`config.mk`:
```
export PLATFORM = sky130hd
export DESIGN_NAME = ssd_front_flat
export DESIGN_NICKNAME = d
export VERILOG_FILES = /design/src/hw/rtl/ssd_pkg.sv /design/src/hw/rtl/ssd_if.sv /design/src/hw/rtl/ssd_front.sv /design/src/flat_wrapper.sv
export SDC_FILE = /design/constraint.sdc
export NUM_CORES = 1
export LEC_CHECK = 0
export BUFFER_PORTS_ARGS = -buffer_cell sky130_fd_sc_hd__clkbuf_2
export CORE_MARGIN = 4
export CORE_UTILIZATION = 44
export CTS_CLUSTER_DIAMETER = 120
export DETAILED_ROUTE_END_ITERATION = 8
export PLACE_DENSITY = 0.84
export SYNTH_ARGS = -nofsm -noshare
export SYNTH_HDL_FRONTEND = slang
export SYNTH_SLANG_ARGS = --single-unit
```
`constraint.sdc`:
```
create_clock -name clock -period 8.4 [get_ports clock]
set_input_delay 1.26 -clock clock [delete_from_list [all_inputs] [get_ports clock]]
set_output_delay 1.26 -clock clock [all_outputs]
set_load 0.03 [all_outputs]
```
`src/hw/rtl/ssd_pkg.sv`:
```
`default_nettype none

package ssd_pkg;

   localparam int unsigned WORD_BITS  = 64;
   localparam int unsigned COUNT_BITS = 4;
   localparam int unsigned ADDR_BITS  = 24;

   typedef struct packed {
      logic                   first;
      logic [WORD_BITS-1:0]   data_word;
      logic [COUNT_BITS-1:0]  byte_count;
   } item_type;

   typedef struct packed {
      logic sweep_busy;
   } status_type;

endpackage

`default_nettype wire

```
`src/hw/rtl/ssd_if.sv`:
```
`default_nettype none

interface ssd_req_if;
   logic                            valid;
   logic                            ready;
   logic                            first;
   logic [ssd_pkg::WORD_BITS-1:0]   data_word;
   logic [ssd_pkg::COUNT_BITS-1:0]  byte_count;

   modport source (output valid, output first, output data_word, output byte_count,
                   input ready);
   modport sink (input valid, input first, input data_word, input byte_count,
                 output ready);
endinterface


`default_nettype wire

```
`src/hw/rtl/ssd_front.sv`:
```
`default_nettype none

module ssd_front (
   input  wire logic                clock,
   input  wire logic                reset,
   ssd_req_if.sink                  req_chan,
   input  wire ssd_pkg::status_type status,
   output logic                     push_valid,
   input  wire logic                push_ready,
   output ssd_pkg::item_type        push_item
);

   logic                hold_valid_ff;
   ssd_pkg::item_type   hold_item_ff;
   ssd_pkg::item_type   hold_item_in;
   logic                take;

   assign req_chan.ready = (!hold_valid_ff || push_ready) && !status.sweep_busy;
   assign take           = req_chan.valid && req_chan.ready;
   assign push_valid     = hold_valid_ff;
   assign push_item      = hold_item_ff;

   // byte counts outside one to eight mean a full word
   always_comb begin
      hold_item_in.first     = req_chan.first;
      hold_item_in.data_word = req_chan.data_word;
      if (req_chan.byte_count == 4'd0 || req_chan.byte_count > 4'd8) begin
         hold_item_in.byte_count = 4'd8;
      end else begin
         hold_item_in.byte_count = req_chan.byte_count;
      end
   end

   always_ff @(posedge clock) begin
      if (reset) begin
         hold_valid_ff <= 1'b0;
      end else if (take) begin
         hold_valid_ff <= 1'b1;
      end else if (push_ready) begin
         hold_valid_ff <= 1'b0;
      end
      if (take) begin
         hold_item_ff <= hold_item_in;
      end
   end

endmodule

`default_nettype wire

```
`src/flat_wrapper.sv`:
```
// flat-port wrapper written by rule: the top's interface ports become plain ports
module ssd_front_flat 
  (clock, reset, status, push_valid, push_ready, push_item, req_chan_valid, req_chan_first, req_chan_data_word, req_chan_byte_count, req_chan_ready);
  ssd_req_if req_chan_i ();
  input  wire logic clock;
  input  wire logic reset;
  input  wire ssd_pkg::status_type status;
  output logic push_valid;
  input  wire logic push_ready;
  output ssd_pkg::item_type push_item;
  input wire logic [$bits(req_chan_i.valid)-1:0] req_chan_valid;
  input wire logic [$bits(req_chan_i.first)-1:0] req_chan_first;
  input wire logic [$bits(req_chan_i.data_word)-1:0] req_chan_data_word;
  input wire logic [$bits(req_chan_i.byte_count)-1:0] req_chan_byte_count;
  output wire logic [$bits(req_chan_i.ready)-1:0] req_chan_ready;
  assign req_chan_i.valid = req_chan_valid;
  assign req_chan_i.first = req_chan_first;
  assign req_chan_i.data_word = req_chan_data_word;
  assign req_chan_i.byte_count = req_chan_byte_count;
  assign req_chan_ready = req_chan_i.ready;
  ssd_front u_core (.clock(clock), .reset(reset), .req_chan(req_chan_i), .status(status), .push_valid(push_valid), .push_ready(push_ready), .push_item(push_item));
endmodule
```
==> flow_summary.yaml <==
synth:
  synth.largest_area_cell: "edfxtp_1"
  synthTopCellsByArea: "edfxtp_1 95%, nand2b_4 1.3%, dfxtp_1 0.92%, nor2b_1 0.86%, nor2b_4 0.63%"
  synth_common_cells: "69 x edfxtp_1, 3 x nor2b_1, 2 x nand2b_4, 2 x nor2_1"
  synth_top_family_by_area: "simple AND/OR/NAND/NOR gates"
  synth_edf_count: 69
  ys_types: 9
  syn_area_per_cell_sq_um: 26.91
  synthMuxAreaShare_pct: 0
  syn_area_sq_mm: 0.002180
  synth_ff_type: "edfxtp_1"
  ys_ff_latch: 70
  synth_xor_area_share_pct: 0
  synth_compound_area_share_pct: 0.4018
  synth_top_area_share_pct: 95.06
  seq_area_frac_synth_pct: 95.98
  yosys_warnings: 0
  yosys.area_share.simple_pct: 3.617
  synth_most_common_cell: "edfxtp_1"
  syn-num-nets: 155
  synthAdderAreaFrac_pct: 0
  async_reset_ff_share_pct: 0
  syn_inst: 81
clocking:
  cts.sinks: 70
  clk_path_buf_depth: 2
  cts_hold_buf: 0
  ctsRootBufferMaster: "clkbuf_8"
  postCtsSetupBuffers: 0
  tritoncts: "yes"
  clock_latency_ns: 0.32
  clk_pin_slew_worst_paths_ns: 0.07
  post_cts_resize_count: 0
  cts_made_buffers: 9
  htreeDepth: 3
final_layout:
  fin_nets: 311
  postLayoutCellArea_sq_mm: 0.003212
  n_antenna_cell: 0
  drive_gt1_share_pct: 67.77
  syn2layout_area_growth_pct: 47.36
timing:
  setup_viol: 0
  post-route-period-util_pct: 35.60
  max_freq_mhz: 334.4
  hold_viol: 0
  timing.final.max_slew_violations: 0
  relSlewSlack_pct: 60.71
  worstMarginPinSlew_ns: 0.5893
  final.setup.tns_ns: 0
  period_needed_ns: 2.990
  grt_setup_unrepaired: "no"
  skew_ns: 0.004855
  whs_ns: 0.4994
drt:
  dr.pass1.iters: 3
  ant_nets: 0
  viasPerCell: 4.372
  wl_per_cell_microns: 15.82
  drt_iter0_drc: 99
  wirelength_microns: 4889
  drc: 0
  vias: 1351
min_path:
  min_path_type: "register to register"
setup_path:
  cp_max_fo: 2
  cp.required_ns: 7.14
  crit_type: "input pin to primary output"
  endpoint_kind: "primary output"
  worstPathArrival_ns: 1.73
  cp-start-kind: "input pin"
die:
  initial_core_util_pct: 45.84
  design.die.area_sq_mm: 0.006143
  die_h_microns: 78.38
  coreArea_sq_mm: 0.004755
  die_x_microns: 78.38
  io_pins: 145
  rows: 25
grt:
  antenna_found_initial: 0
  grt_start_max_net_pins: 49
  first_global_vias: 1398
  grt_pass1_wl_microns: 7245
  grtUsageTotal_pct: 16.36
  overflow: 0
placement:
  gp_congestion: 0.6770
  dpl-instance-area_sq_mm: 0.002999
  numPortBuffers: 144
job:
  drv_cap: 0
power:
  ir_drop_mv: 0.1739
  cellPowerDensity_mw_per_mm2: 235.9
  power.total_uw: 757.6
  power.leakage_nw: 1.398
outcome:
  status: "completed"
## per-layer routing
metal / share of wire, % / up-vias / global-route usage, %
li1: - / 634 / -
met4: 0.80 / 0 / 7.343
met2: 53 / 92 / 28.94
met3: 12 / 4 / 6.766
met5: 0 / - / 0
met1: 35 / 621 / 16.85
## cells in the final DEF (no fill, tap or decap)
master	n
bufinv_16	2
a21oi_2	1
clkbuf_2	144
clkinv_4	1
nor2b_4	1
nor2b_1	3
clkinvlp_4	1
clkinv_2	1
nor2_4	1
nor2_1	1
edfxtp_1	69
clkinv_1	2
nor3_1	1
or2_1	1
nand2b_4	2
buf_4	1
clkbuf_8	9
dfxtp_1	1
## state kept, by name, summed over array words and instances (netlist names)
register,flops
u_core.push_item,69
u_core.push_valid,1
## metrics by stage
stage / cells / setup slack [ns] / util (%)
after global placement: 293 / 5.412 / 63.08
after CTS: 309 / 5.406 / 67.55
after global routing: 309 / 5.368 / 67.55
final: 309 / 5.410 / 67.55
after detailed placement: 293 / 5.401 / 63.08
after floorplan: 81 / 3.607 / -
## cells by family (layout without fill, tap and decap cells)
logic type / Yosys count / after routing
AND/OR/NAND/NOR: 10 / 10
flip-flops: 70 / 70
AO/OA/AOI/OAI: 1 / 1
buffers and inverters: 0 / 161
## where the power goes
part | switching (mW) | internal, mW | leakage (nW)
Sequential | 0.00408 | 0.402 | 0.654
Clock | 0.116 | 0.165 | 0.104
Combinational | 0.0472 | 0.0230 | 0.640
Total | 0.168 | 0.590 | 1.40
## path summary, 6_finish.rpt
path	start	to	slack [ns]	cells past startpoint
worst max-delay path	push_ready	req_chan_ready	5.41	4
worst min register to register	u_core.push_valid	u_core.push_valid	0.50	2
worst max register to register	u_core.push_valid	u_core.push_item[16]	6.44	3
worst min-delay path	u_core.push_valid	u_core.push_valid	0.50	2
## worst max-delay path, stage by stage
cell and delay, ns:
clkbuf_2 0.11, nor2b_4 0.14, nor2_1 0.05, clkbuf_2 0.17
## layout make-up
| type | count | area (sq um) |
|---|---|---|
| well taps | 67 | 83.83 |
| clock buffers | 9 | 123.9 |
| flip-flops and latches | 70 | 2092 |
| clock inverters | 7 | 88.84 |
| multi-input cells | 11 | 95.09 |
| fillers | 358 | 1543 |
| repair buffers | 145 | 728.2 |
(Power assumes the default switching activity.)
