==> config.mk <==
export PLATFORM = sky130hd
export DESIGN_NAME = ssd_queue
export DESIGN_NICKNAME = d
export VERILOG_FILES = /design/src/hw/rtl/ssd_pkg.sv /design/src/hw/rtl/ssd_queue.sv
export SDC_FILE = /design/constraint.sdc
export NUM_CORES = 1
export LEC_CHECK = 0
export BUFFER_PORTS_ARGS = -buffer_cell sky130_fd_sc_hd__buf_4
export CAP_MARGIN = 0
export CORE_ASPECT_RATIO = 1.2
export CORE_MARGIN = 5
export CORE_UTILIZATION = 45
export DETAILED_ROUTE_END_ITERATION = 10
export PLACE_DENSITY = 0.76
export SLEW_MARGIN = 30
export SYNTH_ARGS = -nofsm -noshare
export SYNTH_HDL_FRONTEND = slang
export SYNTH_SLANG_ARGS = --single-unit
==> constraint.sdc <==
create_clock -name clock -period 4.1 [get_ports clock]
set_clock_uncertainty 0.2 [all_clocks]
set_input_delay 0.205 -clock clock [delete_from_list [all_inputs] [get_ports clock]]
set_output_delay 0.205 -clock clock [all_outputs]
set_load 0.01 [all_outputs]
==> src/hw/rtl/ssd_pkg.sv <==
`default_nettype none

package ssd_pkg;

   localparam int unsigned WORD_BITS  = 64;
   localparam int unsigned COUNT_BITS = 4;
   localparam int unsigned ADDR_BITS  = 24;

   typedef struct packed {
      logic                   first;
      logic [WORD_BITS-1:0]   data_word;
      logic [COUNT_BITS-1:0]  byte_count;
   } item_type;

   typedef struct packed {
      logic sweep_busy;
   } status_type;

endpackage

`default_nettype wire

==> src/hw/rtl/ssd_queue.sv <==
`default_nettype none

module ssd_queue (
   input  wire logic              clock,
   input  wire logic              reset,
   input  wire logic              push_valid,
   output logic                   push_ready,
   input  wire ssd_pkg::item_type push_item,
   output logic                   pop_valid,
   input  wire logic              pop_ready,
   output ssd_pkg::item_type      pop_item
);

   ssd_pkg::item_type slot_ff [2];
   logic       wr_ptr_ff;
   logic       rd_ptr_ff;
   logic [1:0] fill_ff;
   logic       do_push;
   logic       do_pop;

   assign push_ready = (fill_ff != 2'd2);
   assign pop_valid  = (fill_ff != 2'd0);
   assign pop_item   = slot_ff[rd_ptr_ff];
   assign do_push    = push_valid && push_ready;
   assign do_pop     = pop_valid && pop_ready;

   always_ff @(posedge clock) begin
      if (reset) begin
         wr_ptr_ff <= 1'b0;
         rd_ptr_ff <= 1'b0;
         fill_ff   <= 2'd0;
      end else begin
         if (do_push) begin
            wr_ptr_ff <= !wr_ptr_ff;
         end
         if (do_pop) begin
            rd_ptr_ff <= !rd_ptr_ff;
         end
         if (do_push && !do_pop) begin
            fill_ff <= fill_ff + 2'd1;
         end else if (do_pop && !do_push) begin
            fill_ff <= fill_ff - 2'd1;
         end
      end
      if (do_push) begin
         slot_ff[wr_ptr_ff] <= push_item;
      end
   end

endmodule

`default_nettype wire

==> out/results.txt, run 1 <==
Final Hold Vio Count: 0
GRT Util Overall: 15.7%
Max clock buf depth: 2
Post-Layout Cell Count: 639
Root Buffer: clkbuf_16
Leak: 2.94 nW
Slew Limit Headroom: 53.1%
Area contributors post-synth: edfxtp_1, mux2_2, mux2_4
Final Net Count: 542
HP Class: in -> reg
H-tree depth: 4
Fin area: 7770 µm²
Highest clock rate: 419 MHz
Die Span Y: 128 µm
CP Launch Type: flop
Total clock sinks: 143
Fillcell total: 765
Post-synthesis sequential area ratio: 81.0%
Antenna violations before repair: 1
Detailed router's first-iteration violation count: 102
Largest area contributor in the netlist: edfxtp_1
Die area: 13900 µm²
Core Rows: 43
Mux share of post-synthesis cell area: 15.5%
Cts hold-fix bufs: 71
Syn Nets: 313
Netlist Area Pre-Place: 5240 µm²
Cell Chain, Critical Path: nand2b_1, nand3b_1, inv_2, buf_4
# setup viols final: 0
Minimum clock period: 2.38 ns
Crit Path Category: reg -> reg
Yosys warning total: 0
Post-placement setup slack: 1.73 ns
Detailed-route via count: 2975
Area grow syn2layout: 48.2%
Routed len/inst: 16.9 µm
Arrival @ worst endpoint: 2.23 ns
Peak supply drop: 0.000417 V
Placed cell count: 533
Synth Area in XOR/XNOR: 0.501%
Total power: 4.44 mW
Vias per cell: 4.66
I/O Buffers: 143
Io pins: 144
Final Cycle Share: 58.1%
GRT Residual Overflow: 0
Remaining DRCs: 0
Post-synth top area share: 79.1%
Worst setup path end: slot_ff[0][18]
ANT nets after route: 0
Unique cell type count in the Yosys netlist: 19
Critical Path Sink Type: flop
Die outline width: 109 µm
Clock Latency Late Sink: 0.40 ns
CTS resizes: 0
DR pass1 iterations: 4
Final WL: 10800 µm
Setup crit start: fill_ff[0]
Worst path max stage delay: 0.53 ns
Post-route setup slack: 1.72 ns
R2r setup slk: 1.72 ns
Syn_area_per_cell: 21.9 µm²
Yosys reg bits: 143
Power Dens Cells: 572 nW/µm²
TritonCTS clock tree: built
Reg clk slew, reported paths: 0.06 ns
Core Box Area: 11500 µm²
RSZ-0062 raised after global routing: false
Largest net degree at the start of global routing: 70
Post-route setup TNS: 0 ns
FF-to-FF path depth: 4
Share of cells above drive strength 1: 51.4%
Cells after Synth: 239
Largest family of logic cells by synthesized area: multiplexers
Status: completed
Core Util, Final: 67.5%
Max_cap viols: 0
CP max FO: 32
Synth Area in Adders: 0.239%
Crit-path slowest cell: inv_2
Pins Over Slew Limit: 0
Global-route wire length before repair: 16300 µm
GP Congestion: 0.693
Vias in the first global route: 3264
RR Endpoint: slot_ff[0][18]
Initial core utilization: 45.5%
Final Hold Slack: 0.0465 ns
Total CTS buffers: 17
Post-Place Cell Area: 6470 µm²
Reg-to-reg startpoint: fill_ff[0]
WP data required: 3.95 ns
Simple-gate portion of the synthesized area: 0.955%
Worst Max-Slew Pin Slew: 0.703 ns
Synth Area in Compound Gates: 0.573%
Placed wire-length estimate: 6270 µm
Post-CTS Setup Inserts: 0
critical path, delay by kind of cell (launching register included):
family | cells | cell delay, ns
buffers and inverters | 2 | 1.03
DFF | 1 | 0.39
and+or+nand+nor | 2 | 0.37
routing by layer:
| layer | wire length, µm | track usage [%] | part of all wire, % |
|---|---|---|---|
| met5 | 0 | 0 | 0 |
| met1 | 4150 | 16.5 | 38 |
| met3 | 505 | 4.18 | 4.7 |
| met2 | 5900 | 28.7 | 55 |
| met4 | 244 | 7.58 | 2.3 |
layout make-up:
| type | instances | area [µm²] | area share, % |
|---|---|---|---|
| Sequential cell | 143 | 4250 | 54.7 |
| Timing Repair Buffer | 218 | 1850 | 23.8 |
| Multi-Input combinational cell | 87 | 938 | 12.1 |
| Clock buffer | 19 | 433 | 5.57 |
| Tap cell | 157 | 196 | 2.53 |
| Clock inverter | 13 | 98.8 | 1.27 |
| Inverter | 1 | 3.75 | 0.0483 |
| Antenna cell | 1 | 2.50 | 0.0322 |
how the worst min path moves through the flow:
stage / from / end / cells past startpoint
after global placement: push_item[61] / slot_ff[0][61] / 1
final: pop_ready / rd_ptr_ff / 4
after detailed placement: push_item[1] / slot_ff[1][1] / 1
after CTS: pop_ready / rd_ptr_ff / 4
after floorplan: reset / fill_ff[1] / 1
after global routing: pop_ready / flop / 4
power by group:
part	total, mW	internal, mW	switching, mW
Combinational	1.14	0.646	0.496
Sequential	1.93	1.83	0.0982
Clock	1.37	0.821	0.551
Total	4.44	3.30	1.14
Yosys cell counts, drive strengths merged:
library cell and count:
a21oi 2, mux2 69, and3 1, a21bo 1, ha 1, nand3b 1, nor2 3, or3 1
dfxtp 5, o21ai 2, or2 1, and2 1, edfxtp 138, xor2 3, inv 1, nand2b 1
buf 8
sequential cells by signal, indices dropped and copies added (netlist names), named ones only:
signal	count
slot_ff	138
rd_ptr_ff	1
fill_ff	2
wr_ptr_ff	1
logic make-up (layout without fill, tap and decap cells):
kind of cell / Yosys count / in the layout
DFF: 143 / 143
muxes: 69 / 69
and+or+nand+nor: 9 / 9
buffers and inverters: 9 / 251
AOI/OAI and AO/OA: 5 / 5
xor gates and xnor gates: 3 / 3
adders and majority gates: 1 / 1
other: 0 / 1
cells in the final DEF, fill, tap and decap left out, types with 2 or more instances in the layout:
cell           synthesis  layout
buf_4                  0     145
edfxtp_1             138     138
dlygate4sd3_1          0      71
mux2_2                59      59
clkbuf_16              0      17
mux2_4                10      10
clkinvlp_4             0       4
clkinv_1               0       4
dfxtp_1                5       4
xor2_1                 3       3
nor2_1                 3       3
clkinv_2               0       3
o21ai_0                2       2
a21oi_1                2       2
clkbuf_1               0       2
No activity file was read; power rests on OpenSTA's default activity.
==> run 2, diff against run 1 <==
ABC_AREA = 1   (was not set)
clock period = 2.35 ns   (was 4.1 ns; I/O delays follow)
==> out/results.txt, run 2 <==
Final Cycle Share: 85.6%
Post-placement setup slack: 0.439 ns (-1.29 ns)
Total CTS buffers: 17 (unchanged)
Worst path max stage delay: 0.40 ns (-0.13 ns)
Crit path max-delay family: buffers and inverters
Max_cap viols: 0 (unchanged)
Arrival @ worst endpoint: 1.70 ns (-0.53 ns)
Psw: 1.97 mW (+72%)
DR pass1 iterations: 4 (unchanged)
H-tree depth: 4 (unchanged)
Flop pwr share: 42.0% (-1.4 points)
Yosys reg bits: 143 (unchanged)
Ys flop type: edfxtp_1
Total clock sinks: 143 (unchanged)
Post-route setup TNS: 0 ns (unchanged)
Simple-gate portion of the synthesized area: 1.45% (+0.50 points)
Remaining DRCs: 0 (unchanged)
Sw frac: 24.9% (-0.85 points)
HP Class: in -> reg
Core Rows: 43 (unchanged)
# setup viols final: 0 (unchanged)
Die Span Y: 128 µm (+0.18%)
Asr flop ratio synth: 0% (unchanged)
Largest regs: slot_ff x138, fill_ff x2
CP dominant cell by count: buf_4
Vias per cell: 4.68 (+0.62%)
Yosys warning total: 0 (unchanged)
Most common cell in the netlist: edfxtp_1
Netlist Area Pre-Place: 5260 µm² (+0.38%)
Die area: 14000 µm² (+0.35%)
Placed wire-length estimate: 6560 µm (+4.5%)
Core Box Area: 11500 µm² (unchanged)
Minimum clock period: 2.01 ns
Leak: 3.02 nW (+2.8%)
Final WL: 11000 µm (+1.7%)
Crit-path slowest cell: mux2_2
Die outline width: 109 µm (+0.18%)
CP Launch Type: flop
Post-synthesis sequential area ratio: 80.7% (-0.31 points)
# diodes: 0 (-1)
Area contributors post-synth: edfxtp_1, mux2_2, mux2_4
Detailed router's first-iteration violation count: 91 (-11%)
Number of flip-flops in the largest register: 138 (unchanged)
ANT nets after route: 0 (unchanged)
Io pins: 144 (unchanged)
CP max FO: 26 (-19%)
Area grow syn2layout: 49.7%
Unique cell type count in the Yosys netlist: 15 (-4)
CTS resizes: 0 (unchanged)
Share of cells above drive strength 1: 50.0% (-1.4 points)
Antenna violations before repair: 0 (-1)
Largest area contributor in the netlist: edfxtp_1
Synth Area in XOR/XNOR: 0% (-0.50 points)
Clock Power Share: 32.7% (+1.8 points)
GRT Util Overall: 16.4% (+0.71 points)
Combinational power share: 25.3% (-0.4 points)
Syn_area_per_cell: 20.9 µm² (-4.8%)
Synth Area in Compound Gates: 0.381% (-0.19 points)
Buf+Inv Stages, Crit Path: 2 (unchanged)
Commonest non-fill, non-tap cell in the layout: buf_4
Largest family of logic cells by synthesized area: multiplexers
Synth Area in Adders: 0.238% (-0.00091 points)
Commonest non-fill, non-tap cells in the layout: buf_4, edfxtp_1, dlygate4sd3_1
Worst Max-Slew Pin Slew: 0.462 ns (-0.241 ns)
GRT Residual Overflow: 0 (unchanged)
Largest net degree at the start of global routing: 67 (-4.3%)
Root Buffer: clkbuf_16
Crit Path Category: reg -> out
Pins Over Slew Limit: 0 (unchanged)
Status: completed
Clock Latency Late Sink: 0.40 ns (about the same)
Highest clock rate: 497 MHz
Final Hold Vio Count: 0 (unchanged)
Routed len/inst: 16.8 µm (-0.52%)
Int Pwr: 5.93 mW (+80%)
Cell Chain, Critical Path: buf_4, mux2_2, buf_4
Power Dens Cells: 1000 nW/µm² (+76%)
Syn Nets: 326 (+4.2%)
Post-route setup slack: 0.337 ns (-1.38 ns)
Peak supply drop: 0.000614 V (+47%)
RSZ-0062 raised after global routing: false
Largest Register: slot_ff
Max clock buf depth: 2 (unchanged)
Final Net Count: 557 (+2.8%)
I/O Buffers: 143 (unchanged)
EDFF count, synth: 138 (unchanged)
Critical Path Sink Type: output port
Detailed-route via count: 3059 (+2.8%)
Mux share of post-synthesis cell area: 15.5% (-0.059 points)
GP Congestion: 0.785 (+13%)
Initial core utilization: 45.7% (+0.17 points)
WP data required: 2.03 ns (-1.92 ns)
Cells after Synth: 252 (+5.4%)
Post-synth top area share: 78.8% (-0.30 points)
Commonest cells post-synth: edfxtp_1, mux2_2, mux2_4
Global-route wire length before repair: 17000 µm (+4.4%)
Slew Limit Headroom: 69.1% (+16 points)
Final Hold Slack: 0.0339 ns (-0.0126 ns)
Reg clk slew, reported paths: 0.06 ns (about the same)
TritonCTS clock tree: built
Vias in the first global route: 3340 (+2.3%)
==> run 2: changes by cell type after synthesis, sizes merged <==
cell    delta
xor2       -3
a21bo      -1
and3       -1
or2        -1
nor2       +4
nand2      +9
and2       -1
nand2b     -1
inv        +7
or3        -1
nand3b     -1
nand3      +2
nand4      +1
==> run 2: power groups by stage <==
stage | Combinational (mW) | Clock, mW | Sequential (mW)
2_1_floorplan | 1.04 | 0 | 3.35
3_3_place_gp | 1.88 | 0 | 3.35
3_5_place_dp | 1.91 | 0 | 3.37
4_1_cts | 2.02 | 2.65 | 3.32
5_1_grt | 2.16 | 2.78 | 3.35
6_report | 2.00 | 2.59 | 3.32
==> run 2: per-stage QoR <==
| step | util, % | instances | cell area (µm²) | total power, mW |
|---|---|---|---|---|
| 2_1_floorplan | - | 252 | 5270 | 4.39 |
| 3_3_place_gp | 57.1 | 549 | 6570 | 5.23 |
| 3_5_place_dp | 57.1 | 549 | 6570 | 5.28 |
| 4_1_cts | 68.4 | 653 | 7870 | 7.98 |
| 5_1_grt | 68.4 | 653 | 7870 | 8.28 |
| 6_report | 68.4 | 653 | 7870 | 7.91 |
==> run 2: kinds of logic after synthesis <==
kind of cell / count (synthesis)
fa+ha+maj: 1
compound gates: 4
buf+inv: 16
flops: 143
mux: 69
simple gates: 19
==> run 2: layout make-up <==
cell class	count	area, µm²
Multi-Input combinational cell	93	938
Fill cell	769	3640
Clock inverter	13	146
Timing Repair Buffer	220	1880
Clock buffer	19	433
Tap cell	157	196
Inverter	8	30.0
Sequential cell	143	4250
==> run 2: timing repair <==
| action | CTS | global route |
|---|---|---|
| setup buffers | 0 | 0 |
| hold buffers | 72 | 0 |
| hold endpoints to repair | 143 | 0 |
==> run 2: tightest hold or removal path, delay by kind of cell <==
kind / cells / cell delay, ns
simple gates: 2 / 0.20
compound gates: 1 / 0.19
buf+inv: 1 / 0.07
==> run 2: per-layer routing <==
| layer | vias up | GRT usage (%) | part of all wire (%) |
|---|---|---|---|
| met5 | - | 0 | 0 |
| met4 | 0 | 5.65 | 1.0 |
| met3 | 11 | 5.32 | 6.4 |
| met2 | 111 | 29.0 | 54 |
| met1 | 1494 | 18.6 | 38 |
| li1 | 1443 | - | - |
==> run 2: worst paths after layout <==
path / from / to / slack (ns) / depth (start not counted)
min reg2reg: rd_ptr_ff / rd_ptr_ff / 0.33 / 2
max reg2reg: fill_ff[0] / slot_ff[0][56] / 0.42 / 5
min: push_valid / wr_ptr_ff / 0.03 / 4
max: flop / pop_item[29] / 0.34 / 3
